$ cat src/sv/assert_macros.svh
// Assertion helper macros for the depth-weighted window blur block.
// Included by files that carry concurrent checks; needs i_clk and i_rst_n in scope.
`ifndef ASSERT_MACROS_SVH
`define ASSERT_MACROS_SVH

// Same-cycle implication, checked out of reset.
`define DWWB_ASSERT_IMP(lbl, cond, prop) \
    lbl: assert property (@(posedge i_clk) disable iff (!i_rst_n) (cond) |-> (prop)) \
        else $error("same-cycle check failed");

// Next-cycle implication, checked out of reset.
`define DWWB_ASSERT_NXT(lbl, cond, prop) \
    lbl: assert property (@(posedge i_clk) disable iff (!i_rst_n) (cond) |=> (prop)) \
        else $error("next-cycle check failed");

`endif

$ cat src/sv/dwwb_pkg.sv
// Shared types and constants of the depth-weighted window blur block.
// Used by the controller, the datapath, the divider and the top level.
package dwwb_pkg;

    localparam int DEPTH_W   = 16;
    localparam int SHADE_W   = 16;
    localparam int GAIN_W    = 8;
    localparam int FALLOFF_W = 16;
    localparam int CFG_IDX_W = 1;
    localparam int CFG_DAT_W = 16;
    localparam int SUM_W     = 40;
    localparam int TOTAL_W   = 24;
    localparam int WEIGHT_W  = 17;
    localparam int IN_DATA_W  = 80;
    localparam int OUT_DATA_W = 48;

    // Shared divider: quotient bits, numerator and divisor widths.
    localparam int QUOT_W = 17;
    localparam int NUM_W  = 48;
    localparam int DEN_W  = 47;
    localparam int CNT_W  = 5;

    localparam logic [GAIN_W-1:0]    SHARPNESS_RESET = 8'd25;
    localparam logic [FALLOFF_W-1:0] FALLOFF_RESET   = 16'd1311;

    localparam logic [1:0] CHAN_LAST = 2'd2;

    typedef enum logic [CFG_IDX_W-1:0] {
        REG_SHARPNESS = 1'b0,
        REG_FALLOFF   = 1'b1
    } t_cfg_reg;

    typedef enum logic [3:0] {
        S_IDLE,
        S_DIFF,
        S_GAIN,
        S_SQ,
        S_PEN,
        S_RECIP,
        S_WEIGHT,
        S_PROD,
        S_ACC,
        S_AVG_START,
        S_AVG_WAIT,
        S_PUSH
    } t_state;

    typedef struct packed {
        logic       capture;
        logic       diff;
        logic       gain;
        logic       square;
        logic       pen;
        logic       pval;
        logic       weight;
        logic       prod;
        logic       acc;
        logic       avg_start;
        logic       avg_store;
        logic [1:0] chan;
        logic       push;
    } t_cmd;

    typedef struct packed {
        logic                last;
        logic                div_done;
        logic                div_busy;
        logic                div_ovf;
        logic                out_free;
        logic [WEIGHT_W-1:0] weight;
    } t_sts;

endpackage

$ cat src/sv/dwwb_ctrl.sv
// Controller of the blur block: sequences one element through the datapath and
// runs the three final divisions at the end of a window. Depends on dwwb_pkg.
module dwwb_ctrl (
    input  logic            i_clk,
    input  logic            i_rst_n,
    input  logic            i_in_valid,
    output logic            o_in_ready,
    input  dwwb_pkg::t_sts  i_sts,
    output dwwb_pkg::t_cmd  o_cmd
);

    dwwb_pkg::t_state r_state;
    dwwb_pkg::t_state n_state;
    logic [1:0]       r_chan;
    logic [1:0]       n_chan;

    always_ff @(posedge i_clk) begin
        if (!i_rst_n) begin
            r_state <= dwwb_pkg::S_IDLE;
            r_chan  <= '0;
        end else begin
            r_state <= n_state;
            r_chan  <= n_chan;
        end
    end

    always_comb begin
        n_state    = r_state;
        n_chan     = r_chan;
        o_cmd      = '0;
        o_cmd.chan = r_chan;
        o_in_ready = 1'b0;
        case (r_state)
            dwwb_pkg::S_IDLE: begin
                o_in_ready = 1'b1;
                if (i_in_valid) begin
                    o_cmd.capture = 1'b1;
                    n_state       = dwwb_pkg::S_DIFF;
                end
            end
            dwwb_pkg::S_DIFF: begin
                o_cmd.diff = 1'b1;
                n_state    = dwwb_pkg::S_GAIN;
            end
            dwwb_pkg::S_GAIN: begin
                o_cmd.gain = 1'b1;
                n_state    = dwwb_pkg::S_SQ;
            end
            dwwb_pkg::S_SQ: begin
                o_cmd.square = 1'b1;
                n_state      = dwwb_pkg::S_PEN;
            end
            dwwb_pkg::S_PEN: begin
                o_cmd.pen = 1'b1;
                n_state   = dwwb_pkg::S_RECIP;
            end
            dwwb_pkg::S_RECIP: begin
                o_cmd.pval = 1'b1;
                if (i_sts.div_done) begin
                    n_state = dwwb_pkg::S_WEIGHT;
                end
            end
            dwwb_pkg::S_WEIGHT: begin
                o_cmd.weight = 1'b1;
                n_state      = dwwb_pkg::S_PROD;
            end
            dwwb_pkg::S_PROD: begin
                o_cmd.prod = 1'b1;
                n_state    = dwwb_pkg::S_ACC;
            end
            dwwb_pkg::S_ACC: begin
                o_cmd.acc = 1'b1;
                if (i_sts.last) begin
                    n_chan  = '0;
                    n_state = dwwb_pkg::S_AVG_START;
                end else begin
                    n_state = dwwb_pkg::S_IDLE;
                end
            end
            dwwb_pkg::S_AVG_START: begin
                o_cmd.avg_start = 1'b1;
                n_state         = dwwb_pkg::S_AVG_WAIT;
            end
            dwwb_pkg::S_AVG_WAIT: begin
                if (i_sts.div_done) begin
                    o_cmd.avg_store = 1'b1;
                    if (r_chan == dwwb_pkg::CHAN_LAST) begin
                        n_state = dwwb_pkg::S_PUSH;
                    end else begin
                        n_chan  = r_chan + 1'b1;
                        n_state = dwwb_pkg::S_AVG_START;
                    end
                end
            end
            dwwb_pkg::S_PUSH: begin
                if (i_sts.out_free) begin
                    o_cmd.push = 1'b1;
                    n_state    = dwwb_pkg::S_IDLE;
                end
            end
            default: begin
                n_state = dwwb_pkg::S_IDLE;
            end
        endcase
    end

endmodule
$ cat config.mk
export PLATFORM = sky130hd
export DESIGN_NAME = dwwb_ctrl
export DESIGN_NICKNAME = d
export VERILOG_FILES = /design/src/sv/assert_macros.svh /design/src/sv/dwwb_pkg.sv /design/src/sv/dwwb_ctrl.sv
export SDC_FILE = /design/constraint.sdc
export NUM_CORES = 1
export LEC_CHECK = 0
export ABC_AREA = 1
export BUFFER_PORTS_ARGS = -buffer_cell sky130_fd_sc_hd__buf_2
export CORE_AREA = 3 3 40 42
export CTS_BUF_LIST = sky130_fd_sc_hd__clkbuf_8
export CTS_CLUSTER_DIAMETER = 80
export DETAILED_ROUTE_END_ITERATION = 8
export DIE_AREA = 0 0 43 45
export GPL_TIMING_DRIVEN = 0
export HOLD_SLACK_MARGIN = 0.15
export PLACE_DENSITY = 0.74
export SLEW_MARGIN = 10
export SYNTH_ARGS = -nofsm -noshare
export SYNTH_HDL_FRONTEND = slang
export SYNTH_SLANG_ARGS = --single-unit
$ cat constraint.sdc
create_clock -name i_clk -period 1.37 [get_ports i_clk]
set_clock_uncertainty 0.1 [all_clocks]
set_input_delay 0.2055 -clock i_clk [delete_from_list [all_inputs] [get_ports i_clk]]
set_output_delay 0.2055 -clock i_clk [all_outputs]
set_load 0.03 [all_outputs]
==> results of run 1 <==
-- final timing paths --
path | end | slack [ns] | cells past startpoint
min | r_state[2]$_SDFFE_PN0P_ | 0.22 | 3
min reg2reg | r_chan[1]$_SDFFE_PN0P_ | 0.38 | 2
max | o_cmd[3] | -0.04 | 4
max reg2reg | r_state[1]$_SDFFE_PN0P_ | 0.03 | 8
-- registers in the layout, summed over array words and instances, names as in the netlist --
| register | cells |
|---|---|
| r_state | 4 |
| r_chan | 2 |
-- cell usage in the layout, fill, tap and decap left out, types with 5 or more instances in the layout --
cell type / n
buf_2: 7
buf_4: 12
buf_6: 9
inv_1: 8
nand2_1: 12
nand2_4: 6
nand3_1: 7
nor2_1: 8
nor2_2: 5
nor2_4: 6
-- metal layers --
| metal | vias up | wire (um) |
|---|---|---|
| met3 | 5 | 77 |
| met4 | 0 | 38 |
| met2 | 19 | 877 |
| met5 | - | 0 |
| li1 | 325 | - |
| met1 | 296 | 659 |
-- repair_timing --
item | CTS | global route
resized for setup | 37 | 40
buffers inserted | 6 | 2
endpoints found under the setup margin | 13 | 16
pin swaps | 4 | 9
-- power by group through the flow --
stage	clock, mW	combinational (mW)	sequential, mW
floorplan	0	0.389	0.238
global placement	0	0.491	0.245
detailed placement	0	0.496	0.246
CTS	0.263	0.630	0.269
global route	0.267	0.866	0.295
finish	0.256	0.811	0.292
-- cells by family after synthesis --
group,count (synthesis)
AND/OR/NAND/NOR,52
buffers and inverters,14
adder cells (fa/ha/maj),1
AO/OA/AOI/OAI,10
flip-flops,6
-- cell type report --
cell class                      instances  area, um2  area share
Clock buffer                            3      41.29     0.04465
Inverter                               14      65.06     0.07037
Timing Repair Buffer                   28      226.5      0.2449
Multi-Input combinational cell         63      440.4      0.4763
Sequential cell                         6      132.6      0.1434
Tap cell                               15      18.77     0.02030
-- tightest hold or removal path, stage by stage --
cell	delay, ns
buf_2	0.07
inv_1	0.10
nor2_1	0.11
-- metrics by stage --
stage | setup slack (ns) | power, mW | utilization | hold slack (ns) | TNS [ns]
6_report | -0.04174 | 1.359 | 0.7196 | 0.2167 | -0.1011
3_3_place_gp | -0.02762 | 0.7362 | 0.4693 | 0.3651 | -0.09554
4_1_cts | -0.03869 | 1.162 | 0.6095 | 0.1972 | -0.08319
2_1_floorplan | -0.04476 | 0.6262 | - | 0.2888 | -0.1343
3_5_place_dp | -0.02382 | 0.7418 | 0.4693 | 0.3766 | -0.06320
5_1_grt | -0.07898 | 1.428 | 0.7196 | 0.2794 | -0.6228
==> reports/results.txt, run 1 <==
cell taking the most area after synthesis - dfxtp_1
# rows - 13
CP top delay family - flip-flops
Hold Vio Cnt, Final - 0
fin nets - 142
cell breakdown of the critical path - inv_4 -> nand2_4 -> nor3_4 -> buf_6
largest net degree at the start of global routing - 8
CTS tree - done
drt wl/cell - 12.81 um
number of antenna violations at the first check in global routing - 0
first-pass GRT wire length - 2.518 mm
GP Congestion - 0.8429
Synth top area share - 0.2609
mux share of post-synthesis cell area - 0
Setup CP Type - reg2out
non-filler instance count after layout - 129
Warnings, synthesis - 0
placed insts - 118
clock power share - 0.189
# fillers - 103
ys async rst share - 0
via count - 645
Unique masters post-synth - 16
Post-Synth Adder-Cell Area - 0.02717
count leader, synth - nand2_1
WP data required - 1.06 ns
Post-CTS Hold Fix Bufs - 0
crit-path max FO - 4
max-slew violation count - 0
busiest grt layer - met2
Pre-Repair DR Iteration Count - 4
power share of the sequential group - 0.215
final setup margin - -0.04174 ns
DRT Wirelength - 1.652 mm
Synth Area in Compound Gates - 0.1141
largest family of logic cells by synthesized area - simple AND/OR/NAND/NOR gates
Worst-Skew Late Latency - 0.22 ns
clock tree buffer depth - 2
max frequency - 708.3 MHz
Gate power share - 0.597
drt drc - 0
worst slew pin tran - 0.2347 ns
Leak Pwr - 0.4324 nW
Synth Register Bits - 6
ys flop type - dfxtp_1
GR Overflow Total - 0
Sw Pwr - 0.6444 mW
syn nets - 109
Clock Pin Slew Worst Setup and Hold Paths - 0.03 ns
WP buf/inv - 2
DP HPWL - 929.9 um
worst reg2reg startpoint - r_state[3]$_SDFFE_PN0P_
commonest cells in the netlist - 20 x nand2_1, 18 x nor2_1, 12 x inv_1
Seq/Total Area, Yosys - 0.2609
Post-synth EDFFs - 0
Final Cycle Share - 1.030
overall die width - 43 um
Startpoint Class - register
Layout area overhead - 100.8%
hold path startpoint - i_rst_n
H-tree Lvls - 1
Avg Cell Area, Syn - 5.547 um2
max incr delay on CP - 0.32 ns
Post-Synth Simple-Gate Area - 0.4837
initial DRC count - 12
die footprint - 0.001935 mm2
Worst slew margin - 0.8434
Final Critical Period - 1.412 ns
Starting Density - 0.3583
max-cap check violation count - 0
Internal - 0.7148 mW
CP max stage cell - dfxtp_2
antenna diode count - 0
met1 GRT Util - 0.2107
CTS Buf Count - 3
RSZ-0062 raised after global routing - true
Port-buffer cells - 20
GR Util met3 - 0.02390
status - finished with violations
DR vias/cell - 5.000
P per Cell Area - 1470 mW/mm2
Routed Antenna Nets - 0
Max VDD drop - 1.030 mV
Hold WC Path Type - in2reg
final instance area - 924.6 um2
share of cells above drive strength 1 - 0.6140
core area - 0.001285 mm2
num ports - 40
vias in the first global route - 609
Synth area leaders - dfxtp_1 26%, nand2_1 16%, nor2_1 15%
Setup crit end kind - output port
met2 usage - 0.2874
XOR/XNOR Fraction of Synth Area - 0
Root Driver - clkbuf_8
failing checks - setup timing
Sw Ratio - 0.4741
post-place instance area - 603.1 um2
Arr. time, crit path - 1.11 ns
All-Layer GR Usage - 0.1751
# setup viols final - 5
DIE HEIGHT - 45 um
Post-Syn Instances - 83
Worst Setup SP - r_state[2]$_SDFFE_PN0P_
Sink Count - 6
synthesized area - 460.4 um2
Note: power is estimated with default switching activity, not from simulation.
==> run 2, diff against run 1 <==
--- a/config.mk
+++ b/config.mk
@@ -7,14 +7,17 @@
 export LEC_CHECK = 0
 export ABC_AREA = 1
 export BUFFER_PORTS_ARGS = -buffer_cell sky130_fd_sc_hd__buf_2
-export CORE_AREA = 3 3 40 42
+export CELL_PAD_IN_SITES_DETAIL_PLACEMENT = 1
+export CELL_PAD_IN_SITES_GLOBAL_PLACEMENT = 2
+export CORE_ASPECT_RATIO = 1.4
+export CORE_MARGIN = 3
+export CORE_UTILIZATION = 16
 export CTS_BUF_LIST = sky130_fd_sc_hd__clkbuf_8
 export CTS_CLUSTER_DIAMETER = 80
 export DETAILED_ROUTE_END_ITERATION = 8
-export DIE_AREA = 0 0 43 45
 export GPL_TIMING_DRIVEN = 0
 export HOLD_SLACK_MARGIN = 0.15
-export PLACE_DENSITY = 0.74
+export PLACE_DENSITY_LB_ADDON = 0.1
 export SLEW_MARGIN = 10
 export SYNTH_ARGS = -nofsm -noshare
 export SYNTH_HDL_FRONTEND = slang
==> run 2 against run 1 <==
  * The flow still finishes with violations (setup timing)
  * Sequential share of layout area up 0.91 points
  * Via count decreased by 5.6%
  * Combinational power fell by 11%
  * Non-clock buffer count fell by 2
  * Clock power hardly changed
  * Global-route usage down 7.0 points
  * First-iteration DRC count down 42%
  * Largest cell class unchanged
  * Final cell count rose by 15%
==> reports/results.txt, run 2 (synthesized netlist as in run 1, its figures left out) <==
final setup margin - -0.03932 ns (+0.002415 ns)
drt wl/cell - 11.39 um (-11%)
GP Congestion - 0.7003 (-17%)
Max VDD drop - 0.7654 mV (-26%)
busiest grt layer - met2
share of cells above drive strength 1 - 0.5536 (-0.06046)
via count - 609 (-5.6%)
Pre-Repair DR Iteration Count - 4 (unchanged)
DP HPWL - 1.394 mm (+50%)
Layout area overhead - 92.39%
Crit Reg-Reg Endpoint - r_state[1]$_SDFFE_PN0P_
crit-path max FO - 5 (+1)
max frequency - 709.6 MHz (+0.17%)
P per Cell Area - 1422 mW/mm2 (-3.3%)
top flop regs - r_state: 4 flops, r_chan: 2 flops
FF-to-FF setup slack - 0.03 ns (about the same)
met1 GRT Util - 0.1136 (-0.09708)
Clock Pin Slew Worst Setup and Hold Paths - 0.04 ns (about the same)
first-pass GRT wire length - 2.870 mm (+14%)
drt drc - 0 (unchanged)
die footprint - 0.003567 mm2 (+84%)
Post-CTS Hold Fix Bufs - 0 (unchanged)
worst reg2reg startpoint - r_state[2]$_SDFFE_PN0P_
CTS tree - done
# rows - 22 (+9)
DRT Wirelength - 1.685 mm (+2.0%)
met2 usage - 0.1994 (-0.08800)
Largest Register - r_state
hold path startpoint - i_rst_n
H-tree Lvls - 1 (unchanged)
Worst-Skew Late Latency - 0.22 ns (about the same)
vias in the first global route - 641 (+5.3%)
max-cap check violation count - 0 (unchanged)
failing checks - setup timing
largest net degree at the start of global routing - 8 (unchanged)
worst slew pin tran - 0.2277 ns (-0.006950 ns)
final core occ - 0.3284 (-0.3912)
post-place instance area - 629.4 um2 (+4.4%)
core area - 0.002698 mm2 (+110%)
DIE HEIGHT - 69.48 um (+54%)
Sink Count - 6 (unchanged)
All-Layer GR Usage - 0.1051 (-0.07004)
fin nets - 140 (-1.4%)
Routed Antenna Nets - 0 (unchanged)
final instance area - 885.9 um2 (-4.2%)
Leak Pwr - 0.4076 nW (-5.7%)
GR Overflow Total - 0 (unchanged)
status - finished with violations
Setup crit end kind - output port
max-slew violation count - 0 (unchanged)
Hold Path Depth - 3 (unchanged)
DR vias/cell - 4.115 (-18%)
antenna diode count - 0 (unchanged)
placed insts - 139 (+18%)
CTS Buf Count - 3 (unchanged)
Final Cycle Share - 1.029 (-0.001762)
RSZ-0062 raised after global routing - true
number of antenna violations at the first check in global routing - 0 (unchanged)
Worst Hold Path EP - r_state[2]$_SDFFE_PN0P_
clock tree buffer depth - 2 (unchanged)
r2r worst-path depth - 8 (unchanged)
Startpoint Class - register
Worst slew margin - 0.8475 (+0.004137)
max reg flops - 4 (unchanged)
GR Util met3 - 0.01505 (-0.008851)
Hold Vio Cnt, Final - 0 (unchanged)
WP data required - 1.06 ns (about the same)
initial DRC count - 7 (-5)
Setup CP Type - reg2out
num ports - 40 (unchanged)
commonest non-fill, non-tap cells in the layout - 14 x nand2_1, 12 x buf_4, 9 x nor2_1
Arr. time, crit path - 1.10 ns (about the same)
commonest non-fill, non-tap cell in the layout - nand2_1
Root Driver - clkbuf_8
Final Critical Period - 1.409 ns (-0.002414 ns)
overall die width - 51.34 um (+19%)
# setup viols final - 7 (+2)
Port-buffer cells - 20 (unchanged)
power after layout - 1.259 mW (-7.4%)
non-filler instance count after layout - 148 (+15%)
Hold WC Path Type - in2reg
Starting Density - 0.1707 (-0.1876)
-- run 2: worst max-delay path: stages, from the launching register on --
cell and delay (ns):
dfxtp_4 0.36, inv_6 0.08, nand2_4 0.08, nor3_4 0.20
buf_6 0.16
-- run 2: metrics by stage --
step | setup slack [ns] | TNS (ns) | hold WS (ns)
after floorplan | -0.04476 | -0.1343 | 0.2888
after detailed placement | -0.1999 | -1.341 | 0.3917
after global placement | -0.1682 | -1.184 | 0.3821
final | -0.03932 | -0.1284 | 0.1859
after global routing | -0.1150 | -1.116 | 0.2388
after CTS | -0.05234 | -0.3611 | 0.1936
-- run 2: layout make-up --
| class | count | area (um2) |
|---|---|---|
| fillers | 358 | 1812 |
| multi-input cells | 63 | 395.4 |
| repair buffers | 26 | 203.9 |
| flip-flops and latches | 6 | 135.1 |
| inverters | 14 | 65.06 |
| well taps | 36 | 45.04 |
| clock buffers | 3 | 41.29 |
-- run 2: what timing repair did --
item                                    4_1_cts  5_1_grt
endpoints found under the hold margin         0        0
endpoints found under the setup margin       18       16
buffers inserted                              5        1
resized for setup                            49       13
pin swaps                                     4        3
-- run 2: power by group --
part | switching (mW) | internal (mW) | leakage (nW)
Combinational | 0.448 | 0.272 | 0.334
Clock | 0.0660 | 0.188 | 0.0216
Sequential | 0.0694 | 0.216 | 0.0517
-- run 2: routing by layer --
metal  wire (um)  vias up
met5           0        -
met4           8        0
met3          52        2
met2         951       15
met1         672      271
li1            -      321
-- run 2: how the worst max path moves through the flow --
stage	start	endpoint	slack, ns	cells after the start
final	r_state[0]$_SDFFE_PN0P_	o_cmd[3]	-0.04	4
after global routing	r_state[2]$_SDFFE_PN0P_	o_cmd[8]	-0.11	5
after CTS	r_state[2]$_SDFFE_PN0P_	o_cmd[7]	-0.05	5
after detailed placement	r_state[2]$_SDFFE_PN0P_	o_cmd[7]	-0.20	5
after global placement	r_state[2]$_SDFFE_PN0P_	o_cmd[7]	-0.17	5
after floorplan	r_state[2]$_SDFFE_PN0P_	o_cmd[7]	-0.04	4
==> run 3, diff against run 2 <==
--- a/config.mk
+++ b/config.mk
@@ -7,9 +7,9 @@
 export LEC_CHECK = 0
 export ABC_AREA = 1
 export BUFFER_PORTS_ARGS = -buffer_cell sky130_fd_sc_hd__buf_2
+export CAP_MARGIN = 40
 export CELL_PAD_IN_SITES_DETAIL_PLACEMENT = 1
 export CELL_PAD_IN_SITES_GLOBAL_PLACEMENT = 2
-export CORE_ASPECT_RATIO = 1.4
 export CORE_MARGIN = 3
 export CORE_UTILIZATION = 16
 export CTS_BUF_LIST = sky130_fd_sc_hd__clkbuf_8
==> run 3 against run 2 <==
  * The flow still finishes with violations (setup timing)
  * Global-route usage is 0.083 points higher
  * Clock power rose by 3%
  * Wire length grew 1.2%
  * Total power grew 1.4%
  * Fmax up 0.91%
  * Combinational power is 1% higher
  * Via count decreased by 0.33%
  * Sequential power about the same
  * Die area decreased by 0.26%
  * First-iteration DRC count grew 140%
  * Largest cell class unchanged
==> reports/results.txt, run 3 (synthesized netlist as in run 1, its figures left out) <==
status - finished with violations
failing checks - setup timing
drt wl/cell - 12.09 um (+6.2%)
Routed Antenna Nets - 0 (unchanged)
max-slew violation count - 0 (unchanged)
drt drc - 0 (unchanged)
number of antenna violations at the first check in global routing - 0 (unchanged)
Layout area overhead - 91.30%
top flop regs - r_state: 4 flops, r_chan: 2 flops
clock tree buffer depth - 2 (unchanged)
commonest non-fill, non-tap cells in the layout - 11 x nand2_1, 11 x nor2_1, 9 x buf_6, 9 x buf_4, 8 x nand3_1
largest net degree at the start of global routing - 8 (unchanged)
max-cap check violation count - 0 (unchanged)
Post-CTS Hold Fix Bufs - 0 (unchanged)
via count - 607 (-0.33%)
Hold Vio Cnt, Final - 0 (unchanged)
die footprint - 0.003558 mm2 (-0.26%)
register cell area after layout - 135.1 um2 (unchanged)
total negative setup slack - -0.1118 ns (+0.01652 ns)
Clock Pin Slew Worst Setup and Hold Paths - 0.04 ns (about the same)
max incr delay on CP - 0.37 ns (about the same)
Worst slew margin - 0.8636 (+0.01611)
P per Cell Area - 1450 mW/mm2 (+2.0%)
Hold WC Path Type - in2reg
DR vias/cell - 4.305 (+4.6%)
Starting Density - 0.1762 (+0.005559)
Arr. time, crit path - 1.09 ns (about the same)
core area - 0.002613 mm2 (-3.2%)
Startpoint Class - register
RSZ-0062 raised after global routing - true
share of cells above drive strength 1 - 0.5405 (-0.01303)
max frequency - 716.0 MHz (+0.91%)
CP max stage cell - dfxtp_4
GR Overflow Total - 0 (unchanged)
# setup viols final - 6 (-1)
CTS tree - done
# fillers - 331 (-7.5%)
overall die width - 59.65 um (+16%)
GP Congestion - 0.6864 (-2.0%)
Port-buffer cells - 20 (unchanged)
Pre-Repair DR Iteration Count - 4 (unchanged)
All-Layer GR Usage - 0.1059 (+0.0008346)
num ports - 40 (unchanged)
Setup crit end kind - output port
DRT Wirelength - 1.705 mm (+1.2%)
worst slew pin tran - 0.2043 ns (-0.02339 ns)
Sink Count - 6 (unchanged)
DIE HEIGHT - 59.65 um (-14%)
first-pass GRT wire length - 2.898 mm (+0.98%)
Multi-input gate area - 395.4 um2 (unchanged)
initial DRC count - 17 (+10)
DP HPWL - 1.351 mm (-3.1%)
Root Driver - clkbuf_8
Leak Pwr - 0.4062 nW (-0.34%)
Worst-Skew Late Latency - 0.22 ns (about the same)
Final Cycle Share - 1.019 (-0.009299)
Max VDD drop - 0.6262 mV (-18%)
Setup CP Type - reg2out
H-tree Lvls - 1 (unchanged)
crit-path max FO - 3 (-2)
cell breakdown of the critical path - inv_6 -> nor2_4 -> inv_2 -> nor2_1 -> buf_4
Final Critical Period - 1.397 ns (-0.01274 ns)
max reg flops - 4 (unchanged)
WP data required - 1.06 ns (about the same)
Setup WS pre-CTS - -0.1630 ns (+0.03689 ns)
final setup margin - -0.02658 ns (+0.01274 ns)
antenna diode count - 0 (unchanged)
CTS Buf Count - 3 (unchanged)
# rows - 18 (-18%)
vias in the first global route - 636 (-0.78%)
hold slack - 0.2019 ns (+0.01606 ns)
fin nets - 139 (-0.71%)
Largest Register - r_state
-- run 3: cell types whose count changed in the layout (fill, tap and decap cells not counted), moves of 2 or more --
| cell | before | now |
|---|---|---|
| nor2_1 | 9 | 11 |
| nand2_2 | 4 | 6 |
| buf_4 | 12 | 9 |
| buf_6 | 7 | 9 |
| nand2_1 | 14 | 11 |
-- run 3: worst max-delay path, delay by kind of cell (launching register included) --
family | cells | cell delay [ns]
buffers and inverters | 3 | 0.28
DFF | 1 | 0.37
and+or+nand+nor | 2 | 0.21
-- run 3: layer usage --
layer | part of all wire | vias up | global-route usage
li1 | - | 320 | -
met1 | 0.49 | 271 | 0.1481
met2 | 0.46 | 14 | 0.1636
met3 | 0.040 | 2 | 0.01525
met4 | 0.0082 | 0 | 0.03797
met5 | 0 | - | 0
-- run 3: area by class of cell --
| cell class | instances | share of cell area |
|---|---|---|
| Timing Repair Buffer | 25 | 0.2315 |
| Tap cell | 30 | 0.04261 |
| Inverter | 14 | 0.07670 |
| Sequential cell | 6 | 0.1534 |
| Clock buffer | 3 | 0.04687 |
| Multi-Input combinational cell | 63 | 0.4489 |
-- run 3: metrics by stage --
stage / cell area [um2] / std cells / total power, mW / util
finish: 880.8 / 141 / 1.277 / 0.3372
global route: 880.8 / 141 / 1.377 / 0.3372
CTS: 815.8 / 140 / 1.207 / 0.3123
detailed placement: 621.8 / 133 / 0.7709 / 0.2380
global placement: 621.8 / 133 / 0.7721 / 0.2380
floorplan: 484.2 / 83 / 0.6262 / -
-- run 3: timing repair --
item                                    4_1_cts  5_1_grt
buffers inserted                              4        1
endpoints found under the setup margin       18       17
pin swaps                                     3        6
resized for setup                            47       18
-- run 3: path summary, 6_finish.rpt --
check | start | slack (ns) | end | depth (start not counted)
worst max register to register | r_state[2]$_SDFFE_PN0P_ | 0.09 | r_state[0]$_SDFFE_PN0P_ | 8
worst max-delay path | r_state[2]$_SDFFE_PN0P_ | -0.03 | o_cmd[8] | 5
worst min register to register | r_chan[0]$_SDFFE_PN0P_ | 0.37 | r_chan[0]$_SDFFE_PN0P_ | 2
worst min-delay path | i_rst_n | 0.20 | r_state[2]$_SDFFE_PN0P_ | 3
-- run 3: power by group --
group / internal, mW / switching, mW
Combinational: 0.272 / 0.455
Sequential: 0.216 / 0.0719
Clock: 0.188 / 0.0733
